[src/rtl/lru_keyed_cache_policy_core_assert.svh]
// Assertion macros shared by the cache policy core.
`ifndef LRU_KEYED_CACHE_POLICY_CORE_ASSERT_SVH
`define LRU_KEYED_CACHE_POLICY_CORE_ASSERT_SVH

// The consequent must hold in the same cycle as the antecedent.
`define LKCP_ASSERT_NOW(label, clk, rst_n, ante, cons) \
    label: assert property (@(posedge clk) disable iff (!(rst_n)) (ante) |-> (cons)) \
        else $error("lkcp assertion failed");

// The consequent must hold in the cycle after the antecedent.
`define LKCP_ASSERT_NEXT(label, clk, rst_n, ante, cons) \
    label: assert property (@(posedge clk) disable iff (!(rst_n)) (ante) |=> (cons)) \
        else $error("lkcp assertion failed");

`endif

[src/rtl/lkcp_pkg.sv]
`default_nettype none

package lkcp_pkg;

    localparam int DEPTH_DEF  = 128;
    localparam int KEY_W_DEF  = 32;

    localparam int IN_KEY_W   = 32;
    localparam int STATUS_W   = 2;
    localparam int SLOT_W     = 7;
    localparam int OCC_W      = 8;
    localparam int CAP_W      = 8;
    localparam int APB_DW     = 32;
    localparam int APB_AW     = 3;

    localparam logic [CAP_W-1:0] CAP_RESET = 8'd100;

    localparam logic [STATUS_W-1:0] ST_HIT  = 2'd0;
    localparam logic [STATUS_W-1:0] ST_INS  = 2'd1;
    localparam logic [STATUS_W-1:0] ST_FAIL = 2'd2;

    typedef struct packed {
        logic [IN_KEY_W-1:0] key;
        logic                open_ok;
    } t_in;

    typedef struct packed {
        logic [STATUS_W-1:0] status;
        logic [SLOT_W-1:0]   slot;
        logic                evicted;
        logic [IN_KEY_W-1:0] evicted_key;
        logic [OCC_W-1:0]    occupancy;
    } t_out;

    typedef struct packed {
        logic load;
        logic scan;
        logic commit;
        logic upd;
        logic emit;
    } t_cmd;

    typedef struct packed {
        logic pass_done;
        logic need_upd;
        logic out_free;
    } t_sts;

endpackage

`default_nettype wire

[src/rtl/lkcp_ctrl.sv]
`default_nettype none

module lkcp_ctrl (
    input  logic          i_clk,
    input  logic          i_rst_n,
    input  logic          i_in_valid,
    input  lkcp_pkg::t_sts i_sts,
    output lkcp_pkg::t_cmd o_cmd,
    output logic          o_in_stall
);
    import lkcp_pkg::*;

    localparam logic [2:0] S_IDLE   = 3'd0;
    localparam logic [2:0] S_SCAN   = 3'd1;
    localparam logic [2:0] S_COMMIT = 3'd2;
    localparam logic [2:0] S_UPD    = 3'd3;
    localparam logic [2:0] S_DONE   = 3'd4;

    logic [2:0] r_state;
    logic [2:0] n_state;

    always_comb begin
        n_state = r_state;
        unique case (r_state)
            S_IDLE: begin
                if (i_in_valid) begin
                    n_state = S_SCAN;
                end
            end
            S_SCAN: begin
                if (i_sts.pass_done) begin
                    n_state = S_COMMIT;
                end
            end
            S_COMMIT: begin
                n_state = i_sts.need_upd ? S_UPD : S_DONE;
            end
            S_UPD: begin
                if (i_sts.pass_done) begin
                    n_state = S_DONE;
                end
            end
            S_DONE: begin
                if (i_sts.out_free) begin
                    n_state = S_IDLE;
                end
            end
            default: begin
                n_state = S_IDLE;
            end
        endcase
    end

    always_ff @(posedge i_clk) begin
        if (!i_rst_n) begin
            r_state <= S_IDLE;
        end else begin
            r_state <= n_state;
        end
    end

    always_comb begin
        o_cmd.load   = (r_state == S_IDLE) && i_in_valid;
        o_cmd.scan   = (r_state == S_SCAN);
        o_cmd.commit = (r_state == S_COMMIT);
        o_cmd.upd    = (r_state == S_UPD);
        o_cmd.emit   = (r_state == S_DONE) && i_sts.out_free;
    end

    assign o_in_stall = (r_state != S_IDLE);

endmodule

`default_nettype wire

[config.mk]
export PLATFORM = sky130hd
export DESIGN_NAME = lkcp_ctrl
export DESIGN_NICKNAME = d
export VERILOG_FILES = /design/src/rtl/lru_keyed_cache_policy_core_assert.svh /design/src/rtl/lkcp_pkg.sv /design/src/rtl/lkcp_ctrl.sv
export SDC_FILE = /design/constraint.sdc
export NUM_CORES = 1
export LEC_CHECK = 0
export BUFFER_PORTS_ARGS = -buffer_cell sky130_fd_sc_hd__buf_2
export CAP_MARGIN = 20
export CORE_AREA = 2 2 39 41
export DETAILED_ROUTE_END_ITERATION = 7
export DIE_AREA = 0 0 41 43
export GPL_ROUTABILITY_DRIVEN = 0
export PLACE_DENSITY = 0.4
export SETUP_SLACK_MARGIN = 0.2
export SLEW_MARGIN = 20
export SYNTH_ARGS = -nofsm -noshare
export SYNTH_HDL_FRONTEND = slang
export SYNTH_SLANG_ARGS = --single-unit
[constraint.sdc]
create_clock -name i_clk -period 1.1 [get_ports i_clk]
set_clock_uncertainty 0.2 [all_clocks]
set_input_delay 0.055 -clock i_clk [delete_from_list [all_inputs] [get_ports i_clk]]
set_output_delay 0.055 -clock i_clk [all_outputs]
set_load 0.05 [all_outputs]
==> results of run 1 <==
==> power by group <==
group          switching, mW  internal (mW)  leakage [nW]  total (mW)
Sequential           0.00812          0.119        0.0261       0.127
Combinational          0.148          0.108         0.154       0.256
Clock                 0.0577          0.136        0.0150       0.194
==> routing by layer <==
metal	track usage [%]	part of all wire [%]
met2	10.6	49
met4	8.00	0
met5	0	0
met3	3.66	8.0
met1	12.2	43
==> final timing paths <==
path         cells after the start          to  startpoint
max                              3    o_cmd[4]  r_state[2]
min                              2  r_state[2]     i_rst_n
max reg2reg                      5  r_state[2]  r_state[0]
min reg2reg                      2  r_state[0]  r_state[1]
==> kinds of logic after synthesis <==
kind of cell | Yosys count
and+or+nand+nor | 15
AOI/OAI and AO/OA | 5
buffers and inverters | 4
DFF | 3
xor gates and xnor gates | 1
muxes | 1
==> final cells by class <==
type                       instances  share of cell area [%]
multi-input combinational         22                    40.9
timing repair buffer              18                    32.9
tap                               16                    4.28
inverter                           2                    2.14
sequential                         3                    14.2
clock buffer                       4                    5.61
==> worst register-to-register path: stages (launching register included) <==
cell,delay [ps]
dfxtp_4,340
buf_6,130
buf_6,120
or2_1,230
a21oi_2,130
o21a_1,110
==> timing repair <==
action                                  4_1_cts  5_1_grt
pin swaps                                     2        5
gates resized for setup                      15        9
hold endpoints to repair                      3        3
endpoints found under the setup margin        9        9
setup buffers                                 2        0
==> metrics by stage <==
step | instances | setup TNS (ps) | power, mW
finish | 65 | -2050 | 0.577
global route | 65 | -2500 | 0.613
CTS | 65 | -2330 | 0.572
detailed placement | 59 | -1100 | 0.330
global placement | 59 | -1120 | 0.334
floorplan | 29 | -773 | 0.285
==> placed cells by master, fill, tap and decap left out, types with 2 or more instances in the layout <==
cell / n
a21oi_2: 2
buf_2: 6
buf_4: 5
buf_6: 5
buf_8: 2
clkbuf_4: 3
dfxtp_2: 2
nand2_1: 2
nor2_2: 2
nor2_4: 3
==> results_dict.tcl, run 1 <==
set metrics [dict create \
    status "complete, but fails checks" \
    violations "hold timing, setup timing" \
    rsz0062_at_grt "yes" \
    ys_types 21 \
    die-area_um2 1760 \
    drt_iter0_drc 4 \
    largest-register "r_state" \
    cts_buffer_depth 2 \
    ys_top_cells_by_area "dfxtp_1, nor2_1, buf_6" \
    async_flop_share_pct 0 \
    overflow 0 \
    largestRegisters "r_state (3)" \
    fin_nets 56 \
    rrSetupSlack_ps -220 \
    track_usage_pct 9.13 \
    die_w_um 41 \
    pre_cts_ws_ps -213 \
    startpoint_type "flop" \
    hpwl_um 465 \
    avgSynthCellArea_um2 7.90 \
    ys_warn_count 0 \
    postSynthCellCount 29 \
    cts.clk_slew.worst_paths_ps 30 \
    required_ps 840 \
    critPathCaptureType "primary output" \
    synthAdderAreaFrac_pct 0 \
    crit_chain "or3_4, nor2_4, buf_6" \
    grt_max_degree 7 \
    hp-class "in -> reg" \
    root_buffer "clkbuf_4" \
    yosysMostFrequentCell "nor2_1" \
    multi_input_area_um2 191 \
    start_util_pct 16.5 \
    crit_family "simple AND/OR/NAND/NOR gates" \
    rows 14 \
    via_count 276 \
    cts_buffers 3 \
    worst_slack_ps -343 \
    yosys-mux-area-fraction_pct 4.37 \
    synth-edff-count 0 \
    synth_top_area_cell "dfxtp_1" \
    worstSetupPathType "reg -> out" \
    place_area_um2 354 \
    synth-compound-area-share_pct 15.8 \
    antenna_found_initial 0 \
    seq_area_um2 66.3 \
    fillerInstances 149 \
    grt_pass1_vias 263 \
    synth_ff_type "dfxtp_1" \
    final_area_um2 468 \
    wl_um 637 \
    synth_xor_area_share_pct 3.83 \
    period_minus_slack_ps 1440 \
    synth_area_um2 229 \
    crit_slowest_cell "or3_4" \
    fp.coreArea_um2 1380 \
    synth_nets 35 \
    synth_common_cells "nor2_1, dfxtp_1, a21oi_1, inv_1, nand2_1" \
    routed_via_density 4.25 \
    largest_reg_flops 3 \
    p_leak_nw 0.195 \
    pin_count 12 \
    wire_per_inst_um 9.80 \
    ant_nets 0 \
    drcViolationCount 0 \
    worst-path-buf-inv 1 \
    first_pass_iters 4 \
    h-tree-depth 1 \
    min_period_over_period_pct 131 \
    critical_path.max_fanout 3 \
    clk_latency_ps 230 \
    n_antenna_cell 0 \
    synth_seq_cells 3 \
    die_h_um 43 \
    max_freq_ghz 0.693 \
    tightest_slew_ps 250 \
    whs_ps -155 \
    final_core_util_pct 33.8 \
    synth_top_family_by_area "simple AND/OR/NAND/NOR gates" \
    grt_pass1_wl_um 1050 \
    cellPowerDensity_nw_per_um2 1230 \
    setup_viol 9 \
    port_buffers 11 \
    drive_gt1_share_pct 73.5 \
    synth_seq_area_share_pct 26.2 \
    maxCapViolations 0 \
    hold_violations 3 \
    synth.top_cell.area_share_pct 26.2 \
    cpPeakStageDelay_ps 400 \
    syn2layout_area_growth_pct 104 \
    slew_headroom_pct 83.1 \
    clock-sinks 3 \
    arrival_ps 1190 \
    slew_violations 0 \
    vdd_ir_drop_max_mv 0.709 \
    cts_tree "done" \
    synthSimpleGateAreaFrac_pct 38.3 \
]
Note: power is estimated with default switching activity, not from simulation.
==> inputs of run 2 (changes only) <==
BUFFER_PORTS_ARGS = -buffer_cell sky130_fd_sc_hd__buf_4   (was -buffer_cell sky130_fd_sc_hd__buf_2)
==> run 2 against run 1 <==
  * The run still ends with hold timing, setup timing left
  * Core utilization increased by 3.8 points
  * Maximum frequency decreased by 1.9%
  * Hold slack better by 44 ps
  * Non-clock buffer count rose by 3
  * Clock-buffer cell count is the same
  * Register-to-register slack got worse by 90 ps
  * Via count is 3.6% higher
  * Worst setup slack lost 28 ps
  * Largest power group unchanged
==> results_dict.tcl, run 2 (synthesized netlist as in run 1, its figures left out) <==
set metrics [dict create \
    h-tree-depth 1 \
    cts-hold-fix-buffers 1 \
    cts_buffer_depth 2 \
    largest_reg_flops 3 \
    die-area_um2 1760 \
    fin_nets 59 \
    drcViolationCount 0 \
    n_antenna_cell 0 \
    grt_max_degree 6 \
    hpwl_um 464 \
    first_pass_iters 2 \
    wl_um 694 \
    layout_common_cells "buf_4, buf_6, nor2_4" \
    via_count 286 \
    fp.coreArea_um2 1380 \
    slew_violations 0 \
    antenna_found_initial 0 \
    port_buffers 11 \
    ant_nets 0 \
    grt_pass1_vias 279 \
    slew_headroom_pct 87.3 \
    final_core_util_pct 37.6 \
    required_ps 840 \
    r2r-end "r_state[2]" \
    setup_viol 9 \
    violations "hold timing, setup timing" \
    overflow 0 \
    rsz0062_at_grt "yes" \
    cts_tree "done" \
    vdd_ir_drop_max_mv 0.456 \
    die_w_um 41 \
    worstSetupPathType "reg -> out" \
    crit_end "o_cmd[4]" \
    largest-register "r_state" \
    whs_ps -112 \
    totalNegativeSetupSlack_ps -2470 \
    rrSetupSlack_ps -310 \
    critPathCaptureType "primary output" \
    min_period_over_period_pct 134 \
    clk_latency_ps 250 \
    worst_slack_ps -371 \
    clock-sinks 3 \
    largestRegisters "r_state (3)" \
    tightest_slew_ps 185 \
    cts.clk_slew.worst_paths_ps 40 \
    place_area_um2 382 \
    hp-class "in -> reg" \
    cp-startpoint "r_state[2]" \
    routed_via_density 4.21 \
    period_minus_slack_ps 1470 \
    final_area_um2 520 \
    worst-r2r-cell-count 6 \
    startpoint_type "flop" \
    max_freq_ghz 0.680 \
    cellPowerDensity_nw_per_um2 1190 \
    status "complete, but fails checks" \
    cts_buffers 3 \
    die_h_um 43 \
    crit-reg2reg-launch "r_state[0]" \
    track_usage_pct 9.93 \
    drive_gt1_share_pct 73.1 \
    start_util_pct 16.5 \
    p_leak_nw 0.214 \
    rows 14 \
    syn2layout_area_growth_pct 127 \
    drt_iter0_drc 2 \
    hold_violations 3 \
    arrival_ps 1220 \
    wire_per_inst_um 10.2 \
    root_buffer "clkbuf_4" \
    critical_path.max_fanout 3 \
    final_common_cell "buf_4" \
    pin_count 12 \
    grt_pass1_wl_um 1100 \
    maxCapViolations 0 \
]
[run 2: layout make-up]
| type | instances | area [um^2] |
|---|---|---|
| Clock buffer | 4 | 26.3 |
| Fill cell | 141 | 863 |
| Inverter | 2 | 11.3 |
| Multi-Input combinational cell | 22 | 200 |
| Sequential cell | 3 | 68.8 |
| Tap cell | 16 | 20.0 |
| Timing Repair Buffer | 21 | 194 |
[run 2: timing repair]
| item | 4_1_cts | 5_1_grt |
|---|---|---|
| setup endpoints to repair | 9 | 9 |
| resized for setup | 14 | 6 |
| pin swaps | 6 | 5 |
| setup buffers | 3 | 1 |
| hold endpoints to repair | 3 | 3 |
[run 2: how the worst min path moves through the flow]
stage,endpoint,slack [ps],depth (start not counted),start
after floorplan,r_state[2],-30,1,i_rst_n
after global placement,r_state[2],70,2,i_rst_n
after detailed placement,r_state[2],80,2,i_rst_n
after CTS,r_state[1],-120,3,i_sts[1]
after global routing,r_state[1],-80,3,i_sts[1]
final,r_state[1],-110,3,i_sts[1]
[run 2: per-stage QoR]
stage               setup slack [ps]  hold slack [ps]  instances  power (mW)
floorplan                       -329            -27.3         29       0.285
finish                          -371             -112         68       0.619
global route                    -410            -78.1         68       0.658
global placement                -197             72.3         59       0.346
CTS                             -379             -117         67       0.603
detailed placement              -194             75.2         59       0.344
[run 2: power by group]
| group | switching, mW | internal, mW |
|---|---|---|
| Combinational | 0.152 | 0.127 |
| Clock | 0.0739 | 0.137 |
| Sequential | 0.0109 | 0.118 |
[run 2: critical path, cell delays in order, from the launching register on]
cell and delay (ps):
dfxtp_2 320, or3_4 400, nor2_4 90, buf_6 160
[run 2: layer usage]
metal  global-route usage, %  vias to the layer above  part of all wire, %  routed length [um]
met5                       0                        -                    0                   0
met4                    12.0                        0                  4.5                  31
met3                    3.66                        3                  7.8                  54
met2                    12.2                       13                   48                 333
met1                    11.2                      128                   40                 275
li1                        -                      142                    -                   -
